[config.mk]
export PLATFORM = sky130hd
export DESIGN_NAME = drive_and_gimbal_pd_step_core
export DESIGN_NICKNAME = d
export VERILOG_FILES = /design/src/hdl/dgpd_pkg.sv /design/src/hdl/dgpd_duty.sv /design/src/hdl/dgpd_pd_axis.sv /design/src/hdl/drive_and_gimbal_pd_step_core.sv
export SDC_FILE = /design/constraint.sdc
export NUM_CORES = 2
export LEC_CHECK = 0
export ABC_AREA = 1
export BUFFER_PORTS_ARGS = -buffer_cell sky130_fd_sc_hd__buf_4
export CAP_MARGIN = 20
export CORE_MARGIN = 3
export CORE_UTILIZATION = 60
export DETAILED_ROUTE_END_ITERATION = 10
export HOLD_SLACK_MARGIN = 0.05
export PLACE_DENSITY = 0.8
export SETUP_SLACK_MARGIN = 0.4
export SLEW_MARGIN = 15
export SYNTH_ARGS = -nofsm -noshare
export SYNTH_HDL_FRONTEND = slang
export SYNTH_HIERARCHICAL = 1
export SYNTH_SLANG_ARGS = --single-unit
export TNS_END_PERCENT = 10
[constraint.sdc]
create_clock -name clk -period 8.1 [get_ports clk]
set_clock_uncertainty 0.1 [all_clocks]
set_input_delay 1.215 -clock clk [delete_from_list [all_inputs] [get_ports clk]]
set_output_delay 1.215 -clock clk [all_outputs]
set_load 0.05 [all_outputs]
[src/hdl/dgpd_pkg.sv]
// ----------------------------------------------------------------------------
// dgpd_pkg: shared types and constants for the drive and gimbal PD step core
// Register indexes, reset values, field widths and the stage load bundle.
// ----------------------------------------------------------------------------
package dgpd_pkg;

  // configuration register indexes
  typedef enum logic [2:0] {
    CFG_PAN_DEADZONE    = 3'd0,
    CFG_TILT_DEADZONE   = 3'd1,
    CFG_PAN_RATE_LIMIT  = 3'd2,
    CFG_TILT_RATE_LIMIT = 3'd3,
    CFG_TURN_THRESHOLD  = 3'd4,
    CFG_TURN_SPEED      = 3'd5,
    CFG_DUTY_FULL_SCALE = 3'd6
  } cfg_reg_t;

  localparam int CFG_DATA_W = 20;

  // register reset values
  localparam logic [9:0]  PAN_DEADZONE_RST    = 10'd15;
  localparam logic [9:0]  TILT_DEADZONE_RST   = 10'd10;
  localparam logic [15:0] PAN_RATE_LIMIT_RST  = 16'd5000;
  localparam logic [15:0] TILT_RATE_LIMIT_RST = 16'd5000;
  localparam logic [6:0]  TURN_THRESHOLD_RST  = 7'd80;
  localparam logic [6:0]  TURN_SPEED_RST      = 7'd90;
  localparam logic [19:0] DUTY_FULL_SCALE_RST = 20'd500000;

  // duty scaling: full stick magnitude and output ceiling
  localparam int          DUTY_DIVISOR = 127;
  localparam logic [27:0] DUTY_MAX     = 28'hFFF_FFFF;

  // per-stage load strobes, shared by every pipeline slice
  typedef struct packed {
    logic ld1;
    logic ld2;
    logic ld3;
    logic ld4;
    logic ld5;
  } stage_ld_t;

endpackage

[src/hdl/dgpd_duty.sv]
// ----------------------------------------------------------------------------
// dgpd_duty: wheel direction and PWM duty pipeline (stages 2 to 5)
// duty = min(mult * full_scale * |speed| / 127, DUTY_MAX), divide by shift-add.
// ----------------------------------------------------------------------------
module dgpd_duty (
  input  logic               clk,
  input  dgpd_pkg::stage_ld_t ld,
  input  logic signed [8:0]  speed,
  input  logic [8:0]         mult,
  input  logic [19:0]        full_scale,
  output logic               forward,
  output logic [27:0]        duty
);
  import dgpd_pkg::*;

  logic [7:0]  mag;
  logic [16:0] prod_a;
  logic        fwd2, fwd3, fwd4;
  logic [36:0] prod_p;
  logic [36:0] prod_p4;
  logic [37:0] approx_sum;
  logic [30:0] quot4;
  logic [37:0] remainder;
  logic [30:0] quot_fix;
  logic [27:0] duty_next;

  assign mag = speed[8] ? 8'(-speed) : speed[7:0];

  // stage 2: multiplier times speed magnitude
  always_ff @(posedge clk) begin
    if (ld.ld2) begin
      prod_a <= 17'(mult) * 17'(mag);
      fwd2   <= ~speed[8];
    end
  end

  // stage 3: times full scale
  always_ff @(posedge clk) begin
    if (ld.ld3) begin
      prod_p <= 37'(prod_a) * 37'(full_scale);
      fwd3   <= fwd2;
    end
  end

  // stage 4: x/127 estimate, x*128/127 as a geometric series of shifts
  assign approx_sum = 38'(prod_p) + 38'(prod_p >> 7) + 38'(prod_p >> 14)
                    + 38'(prod_p >> 21) + 38'(prod_p >> 28) + 38'(prod_p >> 35);

  always_ff @(posedge clk) begin
    if (ld.ld4) begin
      quot4   <= approx_sum[37:7];
      prod_p4 <= prod_p;
      fwd4    <= fwd3;
    end
  end

  // stage 5: estimate is low by at most one; fix up and saturate
  always_comb begin
    remainder = 38'(prod_p4) - {quot4, 7'b0} + 38'(quot4);
    quot_fix  = quot4 + 31'(remainder >= 38'(DUTY_DIVISOR));
    if (quot_fix > 31'(DUTY_MAX)) begin
      duty_next = DUTY_MAX;
    end else begin
      duty_next = quot_fix[27:0];
    end
  end

  always_ff @(posedge clk) begin
    if (ld.ld5) begin
      duty    <= duty_next;
      forward <= fwd4;
    end
  end

endmodule

[src/hdl/dgpd_pd_axis.sv]
// ----------------------------------------------------------------------------
// dgpd_pd_axis: one gimbal axis PD step in tenths of a degree
// Error with deadzone, drive = 11*e - previous e, rate limit with fault.
// ----------------------------------------------------------------------------
module dgpd_pd_axis (
  input  logic                clk,
  input  logic                rst,
  input  dgpd_pkg::stage_ld_t ld,
  input  logic [7:0]          target,
  input  logic [15:0]         measured,
  input  logic [9:0]          deadzone,
  input  logic [15:0]         limit,
  output logic                positive,
  output logic [15:0]         rate,
  output logic                fault
);
  import dgpd_pkg::*;

  logic [11:0]        target_x10;
  logic signed [17:0] err_raw;
  logic [16:0]        err_mag;
  logic signed [17:0] err1;
  logic signed [17:0] prev_err;
  logic signed [20:0] err_ext;
  logic signed [20:0] drive;
  logic [19:0]        drive_mag;
  logic               over;
  logic               pos2, pos3, pos4;
  logic [15:0]        rate2, rate3, rate4;
  logic               fault2, fault3, fault4;

  // stage 1: error in tenths, zeroed inside the deadzone
  assign target_x10 = 12'({target, 3'b000}) + 12'({target, 1'b0});
  assign err_raw    = $signed({6'b0, target_x10}) - $signed({2'b0, measured});
  assign err_mag    = err_raw[17] ? 17'(-err_raw) : 17'(err_raw);

  always_ff @(posedge clk) begin
    if (ld.ld1) begin
      err1 <= (err_mag < 17'(deadzone)) ? '0 : err_raw;
    end
  end

  // stage 2: PD drive and limit check
  assign err_ext   = 21'(err1);
  assign drive     = (err_ext <<< 3) + (err_ext <<< 1) + err_ext - 21'(prev_err);
  assign drive_mag = drive[20] ? 20'(-drive) : 20'(drive);
  assign over      = drive_mag > 20'(limit);

  always_ff @(posedge clk) begin
    if (rst) begin
      prev_err <= '0;
    end else if (ld.ld2) begin
      prev_err <= err1;
    end
  end

  always_ff @(posedge clk) begin
    if (ld.ld2) begin
      pos2   <= ~drive[20];
      rate2  <= over ? '0 : drive_mag[15:0];
      fault2 <= over;
    end
  end

  // stages 3 to 5: ride along with the duty pipeline
  always_ff @(posedge clk) begin
    if (ld.ld3) begin
      pos3   <= pos2;
      rate3  <= rate2;
      fault3 <= fault2;
    end
    if (ld.ld4) begin
      pos4   <= pos3;
      rate4  <= rate3;
      fault4 <= fault3;
    end
    if (ld.ld5) begin
      positive <= pos4;
      rate     <= rate4;
      fault    <= fault4;
    end
  end

endmodule

[src/hdl/drive_and_gimbal_pd_step_core.sv]
// ----------------------------------------------------------------------------
// drive_and_gimbal_pd_step_core: control tick to wheel duty and gimbal rates
// Input request per tick; one result per request, same order.
// ----------------------------------------------------------------------------
// Usage:
//   Input channel in_valid/in_stall carries one control tick per request.
//   Output channel out_valid/out_stall carries the wheel directions and
//   duties plus the pan/tilt direction, rate and fault for that tick.
//   Acceptance loads stage 1; results pass stages 2 to 5 to out_valid.
//   One request is taken per cycle while in_stall is low, through the
//   five-stage pipeline (stage 3 holds the 17x20 duty multiply).
//   When the receiver stalls, the output stage holds its result and earlier
//   stages keep filling until the pipeline is full; then in_stall rises.
//   Reset clears all pipeline valids, the held targets and previous errors,
//   sets the speed multiplier to one and loads the register defaults.
//   Configuration writes (cfg_we, cfg_index, cfg_data) take effect on the
//   next edge; an index of 7 is ignored. Write only while the pipe is empty.
// ----------------------------------------------------------------------------
module drive_and_gimbal_pd_step_core (
  input  logic                          clk,
  input  logic                          rst,
  // configuration write port
  input  logic                          cfg_we,
  input  logic [2:0]                    cfg_index,
  input  logic [dgpd_pkg::CFG_DATA_W-1:0] cfg_data,
  // input channel
  input  logic                          in_valid,
  output logic                          in_stall,
  input  logic                          packet_valid,
  input  logic signed [7:0]             stick_x,
  input  logic signed [7:0]             stick_y,
  input  logic [7:0]                    pan_target,
  input  logic [7:0]                    tilt_target,
  input  logic [7:0]                    mode_code,
  input  logic [15:0]                   heading_raw,
  input  logic [15:0]                   roll_raw,
  // output channel
  output logic                          out_valid,
  input  logic                          out_stall,
  output logic                          right_forward,
  output logic                          left_forward,
  output logic [27:0]                   right_duty,
  output logic [27:0]                   left_duty,
  output logic                          pan_positive,
  output logic                          tilt_positive,
  output logic [15:0]                   pan_rate,
  output logic [15:0]                   tilt_rate,
  output logic                          pan_fault,
  output logic                          tilt_fault
);
  import dgpd_pkg::*;

  // configuration registers
  logic [9:0]  pan_deadzone, tilt_deadzone;
  logic [15:0] pan_rate_limit, tilt_rate_limit;
  logic [6:0]  turn_threshold, turn_speed;
  logic [19:0] duty_full_scale;

  // tick state
  logic [8:0]  speed_multiplier;
  logic [7:0]  held_pan_target, held_tilt_target;

  // pipeline control
  logic        v1, v2, v3, v4, v5;
  logic        rdy1, rdy2, rdy3, rdy4, rdy5, rdy6;
  stage_ld_t   ld;

  // stage 1 datapath
  logic [7:0]        pan_tgt_next, tilt_tgt_next;
  logic [8:0]        mult_next;
  logic signed [8:0] sx9, sy9, thr9, ts9;
  logic signed [8:0] rs_next, ls_next;
  logic signed [8:0] rs1, ls1;
  logic [8:0]        mult1;

  // config write decode
  always_ff @(posedge clk) begin
    if (rst) begin
      pan_deadzone    <= PAN_DEADZONE_RST;
      tilt_deadzone   <= TILT_DEADZONE_RST;
      pan_rate_limit  <= PAN_RATE_LIMIT_RST;
      tilt_rate_limit <= TILT_RATE_LIMIT_RST;
      turn_threshold  <= TURN_THRESHOLD_RST;
      turn_speed      <= TURN_SPEED_RST;
      duty_full_scale <= DUTY_FULL_SCALE_RST;
    end else if (cfg_we) begin
      unique case (cfg_reg_t'(cfg_index))
        CFG_PAN_DEADZONE:    pan_deadzone    <= cfg_data[9:0];
        CFG_TILT_DEADZONE:   tilt_deadzone   <= cfg_data[9:0];
        CFG_PAN_RATE_LIMIT:  pan_rate_limit  <= cfg_data[15:0];
        CFG_TILT_RATE_LIMIT: tilt_rate_limit <= cfg_data[15:0];
        CFG_TURN_THRESHOLD:  turn_threshold  <= cfg_data[6:0];
        CFG_TURN_SPEED:      turn_speed      <= cfg_data[6:0];
        CFG_DUTY_FULL_SCALE: duty_full_scale <= cfg_data[19:0];
        default: ;
      endcase
    end
  end

  // stall chain: a stage takes a request when empty or when it moves on
  always_comb begin
    rdy6      = ~out_stall;
    rdy5      = ~v5 | rdy6;
    rdy4      = ~v4 | rdy5;
    rdy3      = ~v3 | rdy4;
    rdy2      = ~v2 | rdy3;
    rdy1      = ~v1 | rdy2;
    ld.ld1    = in_valid & rdy1;
    ld.ld2    = v1 & rdy2;
    ld.ld3    = v2 & rdy3;
    ld.ld4    = v3 & rdy4;
    ld.ld5    = v4 & rdy5;
  end

  assign in_stall  = ~rdy1;
  assign out_valid = v5;

  always_ff @(posedge clk) begin
    if (rst) begin
      v1 <= 1'b0;
      v2 <= 1'b0;
      v3 <= 1'b0;
      v4 <= 1'b0;
      v5 <= 1'b0;
    end else begin
      v1 <= ld.ld1 | (v1 & ~rdy2);
      v2 <= ld.ld2 | (v2 & ~rdy3);
      v3 <= ld.ld3 | (v3 & ~rdy4);
      v4 <= ld.ld4 | (v4 & ~rdy5);
      v5 <= ld.ld5 | (v5 & ~rdy6);
    end
  end

  // stick mix: spin in place beyond the threshold, else follow stick y; zero speed without a packet
  always_comb begin
    sx9  = 9'(stick_x);
    sy9  = 9'(stick_y);
    thr9 = $signed({2'b0, turn_threshold});
    ts9  = $signed({2'b0, turn_speed});
    rs_next       = '0;
    ls_next       = '0;
    pan_tgt_next  = held_pan_target;
    tilt_tgt_next = held_tilt_target;
    mult_next     = speed_multiplier;
    if (packet_valid) begin
      pan_tgt_next  = pan_target;
      tilt_tgt_next = tilt_target;
      mult_next     = 9'(mode_code) + 9'd1;
      if (sx9 > thr9) begin
        rs_next = -ts9;
        ls_next = ts9;
      end else if (sx9 < -thr9) begin
        rs_next = ts9;
        ls_next = -ts9;
      end else begin
        rs_next = sy9;
        ls_next = sy9;
      end
    end
  end

  // held packet state updates on acceptance
  always_ff @(posedge clk) begin
    if (rst) begin
      speed_multiplier <= 9'd1;
      held_pan_target  <= '0;
      held_tilt_target <= '0;
    end else if (ld.ld1) begin
      speed_multiplier <= mult_next;
      held_pan_target  <= pan_tgt_next;
      held_tilt_target <= tilt_tgt_next;
    end
  end

  // stage 1 registers for the wheel path
  always_ff @(posedge clk) begin
    if (ld.ld1) begin
      rs1   <= rs_next;
      ls1   <= ls_next;
      mult1 <= mult_next;
    end
  end

  // wheel duty pipelines
  dgpd_duty u_right_duty (
    .clk        (clk),
    .ld         (ld),
    .speed      (rs1),
    .mult       (mult1),
    .full_scale (duty_full_scale),
    .forward    (right_forward),
    .duty       (right_duty)
  );

  dgpd_duty u_left_duty (
    .clk        (clk),
    .ld         (ld),
    .speed      (ls1),
    .mult       (mult1),
    .full_scale (duty_full_scale),
    .forward    (left_forward),
    .duty       (left_duty)
  );

  // gimbal PD axes
  dgpd_pd_axis u_pan (
    .clk      (clk),
    .rst      (rst),
    .ld       (ld),
    .target   (pan_tgt_next),
    .measured (heading_raw),
    .deadzone (pan_deadzone),
    .limit    (pan_rate_limit),
    .positive (pan_positive),
    .rate     (pan_rate),
    .fault    (pan_fault)
  );

  dgpd_pd_axis u_tilt (
    .clk      (clk),
    .rst      (rst),
    .ld       (ld),
    .target   (tilt_tgt_next),
    .measured (roll_raw),
    .deadzone (tilt_deadzone),
    .limit    (tilt_rate_limit),
    .positive (tilt_positive),
    .rate     (tilt_rate),
    .fault    (tilt_fault)
  );

endmodule
# Word-level counts from Yosys, hierarchy flattened
# Cells that the tools add are included.
dict set report op_classes {
  muxes 13
  bitwise 36
  n_reduce_logical 9
  add_sub_neg 35
  n_mul 4
  n_lt_le_gt_ge 10
  eq_ne 6
}
# cell count
set ops {}
lappend ops {{adder 37 x 30 -> 38 bit} 2}
lappend ops {{adder 38 x 16 -> 38 bit} 2}
lappend ops {{adder 38 x 2 -> 38 bit} 2}
lappend ops {{adder 38 x 23 -> 38 bit} 2}
lappend ops {{adder 38 x 31 -> 38 bit} 2}
lappend ops {{adder 38 x 9 -> 38 bit} 2}
lappend ops {{greater-or-equal comparator 38 x 7 -> 1 bit (second input constant)} 2}
lappend ops {{subtractor 37 x 38 -> 38 bit} 2}
lappend ops {{multiplier 17 x 20 -> 37 bit} 2}
lappend ops {{adder 31 x 1 -> 31 bit} 2}
lappend ops {{> comparator 31 x 28 -> 1 bit (second input constant)} 2}
lappend ops {{adder 20 x 18 -> 21 bit} 2}
lappend ops {{adder 21 x 17 -> 21 bit} 2}
lappend ops {{subtractor 21 x 17 -> 21 bit} 2}
lappend ops {{> comparator 20 x 16 -> 1 bit} 2}
lappend ops {{two-way mux 20 bit} 2}
lappend ops {{negation 20 bit} 2}
lappend ops {{two-way mux 9 bit} 4}
lappend ops {{< comparator 17 x 10 -> 1 bit} 2}
lappend ops {{multiplier 9 x 8 -> 17 bit} 2}
lappend ops {{two-way mux 17 bit} 2}
lappend ops {{negation 17 bit} 2}
lappend ops {{subtractor 12 x 16 -> 17 bit} 2}
lappend ops {{two-way mux 8 bit} 4}
lappend ops {{16 further kinds} 61}
dict set report totals {
  out_inout_bits 96
  reg_bits 663
  inputBits 101
  elab_cells 178
}

# Longest topological paths before layout
dict set report depth {
  depth_word 8
  ltp_mapped 39
  ltp_nobuf 38
}

# Modules after synthesis
# The synthesis kept the hierarchy.
# module cells_per_inst instances area_per_inst_um2
set modules_own_cells {}
lappend modules_own_cells {{dgpd_duty (u_right_duty)} 3281 1 26467.9}
lappend modules_own_cells {{dgpd_duty (u_left_duty)} 3249 1 26311.5}
lappend modules_own_cells {{dgpd_pd_axis (u_tilt)} 1032 1 8383.0}
lappend modules_own_cells {{dgpd_pd_axis (u_pan)} 1008 1 8104.0}
lappend modules_own_cells {drive_and_gimbal_pd_step_core 831 1 6268.5}

# Worst setup path before layout
# Ideal clock, no wire load.
dict set report synth_path {
  kind {input to register}
  from {in out_stall}
  to {reg u_left_duty.fwd3, enable pin}
  t_arrival_ns 6.762
  slack_ns 0.618
  stages 3
  setup_time_ns 0.620
  path_cell_list {nand2_1 -> nor2_2 -> a21oi_1}
}
# element line_no
set synth_lines {}
lappend synth_lines {{start: declaration} drive_and_gimbal_pd_step_core.sv:39} ;# input logic out_stall,
lappend synth_lines {{end signal: assignment} dgpd_duty.sv:41} ;# fwd3 <= fwd2;
lappend synth_lines {{end: declaration} dgpd_duty.sv:18} ;# logic fwd2, fwd3, fwd4;

# Worst setup path in the final report
dict set report layout_path {
  from {reg duty_full_scale[8]}
  to {reg u_right_duty.prod_p[28] (data pin)}
}
dict set report layout_between {
  elab_chain_cells 1
}
# element line_no
set layout_lines {}
lappend layout_lines {{start: declaration} drive_and_gimbal_pd_step_core.sv:57} ;# logic [19:0] duty_full_scale;
lappend layout_lines {{start signal: assignment} drive_and_gimbal_pd_step_core.sv:94} ;# CFG_DUTY_FULL_SCALE: duty_full_scale <= cfg_data[19:0];
lappend layout_lines {{multiplier 17 x 20 -> 37 bit} dgpd_duty.sv:40} ;# prod_p <= 37'(prod_a) * 37'(full_scale);
lappend layout_lines {{end signal: assignment} dgpd_duty.sv:40}
lappend layout_lines {{end: declaration} dgpd_duty.sv:19} ;# logic [36:0] prod_p;
# No other way between the ends.
# A chain may end at the register's enable or synchronous reset.

==> flow_metrics.tcl <==
set metrics [dict create \
    cp.required_ps 8430 \
    drive_above_1_share_pct 5.222 \
    cts_root_buffer "clkbuf_16" \
    finalHoldViolCount 0 \
    grt_overflow 0 \
    dr.first_iter.drc_count 4827 \
    mostFrequentLayoutCell "nand2_1" \
    synth-async-reset-ratio_pct 0 \
    routed_via_density 5.424 \
    setup_viol 0 \
    min_period_ps 6896 \
    synth_compound_area_share_pct 6.583 \
    fp.dieH_um 360.8 \
    rrSetupSlack_ps 1200 \
    std_cell_rows 129 \
    via_count 60829 \
    grt_pass1_wl_mm 320.4 \
    ys_ff_latch 662 \
    yosys.area_share.simple_pct 19.60 \
    cts-htree-levels 3 \
    clkTransAtPathRegs_ps 60 \
    fin_hold_ws_ps 309.6 \
    gp_congestion 0.9717 \
    min_from "u_tilt/rate2[3]" \
    endpoint_kind "flip-flop" \
    place_hpwl_mm 159.4 \
    post_cts_buffers 0 \
    relSlewSlack_pct 27.50 \
    dieArea_sq_mm 0.1302 \
    grt_pass1_vias 62566 \
    crit_fanout 19 \
    ctsResizeCount 0 \
    antenna_found_initial 7 \
    cts.sinks 662 \
    wirelength_mm 198.1 \
    insertion_delay_ps 680 \
    start_kind "flip-flop" \
    drv_cap 0 \
    cts-buffers-inserted 78 \
    min_to "u_tilt/rate3[3]" \
    dr.pass1.iters 7 \
    yosys.area.top_type_share_pct 22.37 \
    min_path_cells 0 \
    synth-adder-area-share_pct 34.03 \
    io_buffers 196 \
    final_max_slew_viol_count 0 \
    rsz0062_at_grt "false" \
    postSynthCellCount 9401 \
    synthMuxAreaShare_pct 0 \
    ctsHoldBuffers 0 \
    syn_area_per_cell_sq_um 8.035 \
    synthFlopType "edfxtp_1" \
    post-route-period-util_pct 85.13 \
    worstMarginPinSlew_ps 1088 \
    grt_usage_pct 30.62 \
    status "finished, final reports clean" \
    wl_per_cell_um 17.67 \
    synth_top_family_by_area "adder cells" \
    tns_ps 0 \
    die_w_um 360.8 \
    core_area_sq_mm 0.1243 \
    critPathArrivalTime_ps 7220 \
    grt_max_degree 126 \
    cts_tree "yes" \
    syn_to_final_growth_pct 7.598 \
    worstHoldPathType "flip-flop to flip-flop" \
    initial_core_util_pct 60.78 \
    ys.warnings.count 6 \
    post-route-drc-count 0 \
    ys_seq_area_share_pct 24.33 \
    utilization_pct 65.40 \
    yosys-top-cells-area "fa_1 (22%), edfxtp_1 (20%), ha_1 (12%), nand2_1 (11%), inv_1 (11%)" \
    max_freq_mhz 145.0 \
    clock_path_buffers 3 \
    worstSetupPathType "flip-flop to flip-flop" \
    synth_xor_area_share_pct 3.232 \
    synth_edf_count 512 \
    timing.rr.start "duty_full_scale[8]" \
    io_pins 197 \
    syn_area_sq_mm 0.07553 \
    synth_fp_nets 11050 \
    nNetsFinal 11159 \
    ant_nets 0 \
    final_cell_mix "nand2_1 (2233), inv_1 (2205), fa_1 (844)" \
    reg2reg_depth 24 \
    yosysUniqueCellTypes 63 \
    synth_top_area_cell "fa_1" \
    reg2reg_to "u_right_duty/prod_p[28]" \
]
stage by stage:
stage	setup slack, ps	area (sq um)	instances
finish	1204	81270	11214
global route	767.4	81270	11211
CTS	1043	81250	11210
detailed placement	1081	78550	11066
global placement	1263	78550	11066
floorplan	618.0	75530	9401
cell families (layout without fill, tap and decap cells):
| logic type | count (synthesis) | count (layout) |
|---|---|---|
| AO/OA/AOI/OAI | 882 | 882 |
| XOR/XNOR | 277 | 277 |
| adder cells (fa/ha/maj) | 1548 | 1548 |
| buffers and inverters | 2437 | 2610 |
| flip-flops | 662 | 662 |
| other | 0 | 3 |
| AND/OR/NAND/NOR | 3595 | 3595 |
registers in the layout, indices dropped and copies added (netlist names), 17 cells and up:
signal,flops
u_left_duty/prod_p,37
u_pan/err1,17
u_right_duty/prod_a,17
u_pan/prev_err,17
u_left_duty/prod_p4,37
u_right_duty/quot4,31
u_right_duty/prod_p4,37
u_left_duty/prod_a,17
u_left_duty/duty,28
u_right_duty/duty,28
u_tilt/prev_err,17
u_right_duty/prod_p,37
duty_full_scale,20
u_left_duty/quot4,31
u_tilt/err1,17
critical path: stages, from the launching register on:
cell and delay [ps]:
dfxtp_1 870, buf_4 390, nand2_1 110, fa_1 550, inv_1 50, fa_1 480, inv_1 50, fa_1 490
inv_1 60, fa_1 530, inv_1 50, fa_1 470, inv_1 50, fa_1 430, ha_1 350, nand2_1 160
inv_1 60, a21oi_1 150, nand2_1 60, a21oi_1 320, o21ai_0 240, a21boi_0 300, o21ai_0 150, nor2_1 100
nor2_1 50
routing by layer:
layer  wire (um)  share of wire [%]  GRT usage [%]
met5          53              0.027              0
met3       12230                6.2          4.281
met2       97980                 49          53.90
met1       79900                 40          38.14
met4        7980                4.0          12.07
worst max-delay path by stage:
| stage | start | to | slack [ps] | cells after the start |
|---|---|---|---|---|
| after detailed placement | duty_full_scale[9] | u_left_duty/prod_p[28] | 1080 | 22 |
| final | duty_full_scale[8] | u_right_duty/prod_p[28] | 1200 | 24 |
| after global routing | duty_full_scale[6] | u_right_duty/prod_p[28] | 770 | 24 |
| after CTS | duty_full_scale[9] | u_left_duty/prod_p[28] | 1040 | 22 |
| after global placement | duty_full_scale[9] | u_left_duty/prod_p[28] | 1260 | 21 |
| after floorplan | out_stall | u_left_duty/fwd3 | 620 | 3 |
synthesized netlist by cell type, types with 5 or more instances:
cell and instances:
nand2_1 2233, inv_1 2207, fa_1 844, nor2_1 735, ha_1 704, edfxtp_1 512
a21oi_1 362, nand3_1 337, o21ai_0 295, xor2_1 211, clkbuf_1 190, dfxtp_1 150
nand4_1 73, nor3_1 64, xnor2_1 64, nand3b_1 42, a211oi_1 39, a31oi_1 32
nand2_2 31, o21bai_1 24, a21o_1 23, nor2_2 23, a21boi_0 19, o21a_1 19
inv_2 15, nor4_1 15, o211ai_1 13, a21oi_2 11, nand3_2 11, a221oi_1 10
buf_2 10, o221ai_1 8, o31ai_1 8, or2_2 7, buf_6 6, nor2_4 6
a31o_2 5
final cells by class:
type	count	area, sq um
Timing Repair Buffer	240	1822
Multi-Input combinational cell	6302	47950
Clock buffer	87	2038
Fill cell	10469	43010
Inverter	2226	8361
Tap cell	1637	2048
Sequential cell	662	18380
Antenna cell	3	7.507
Clock inverter	57	666.9
Power is left out: the tool's default activity adds up to more than one toggle a clock period on the data nets, which glitch-free logic cannot reach.
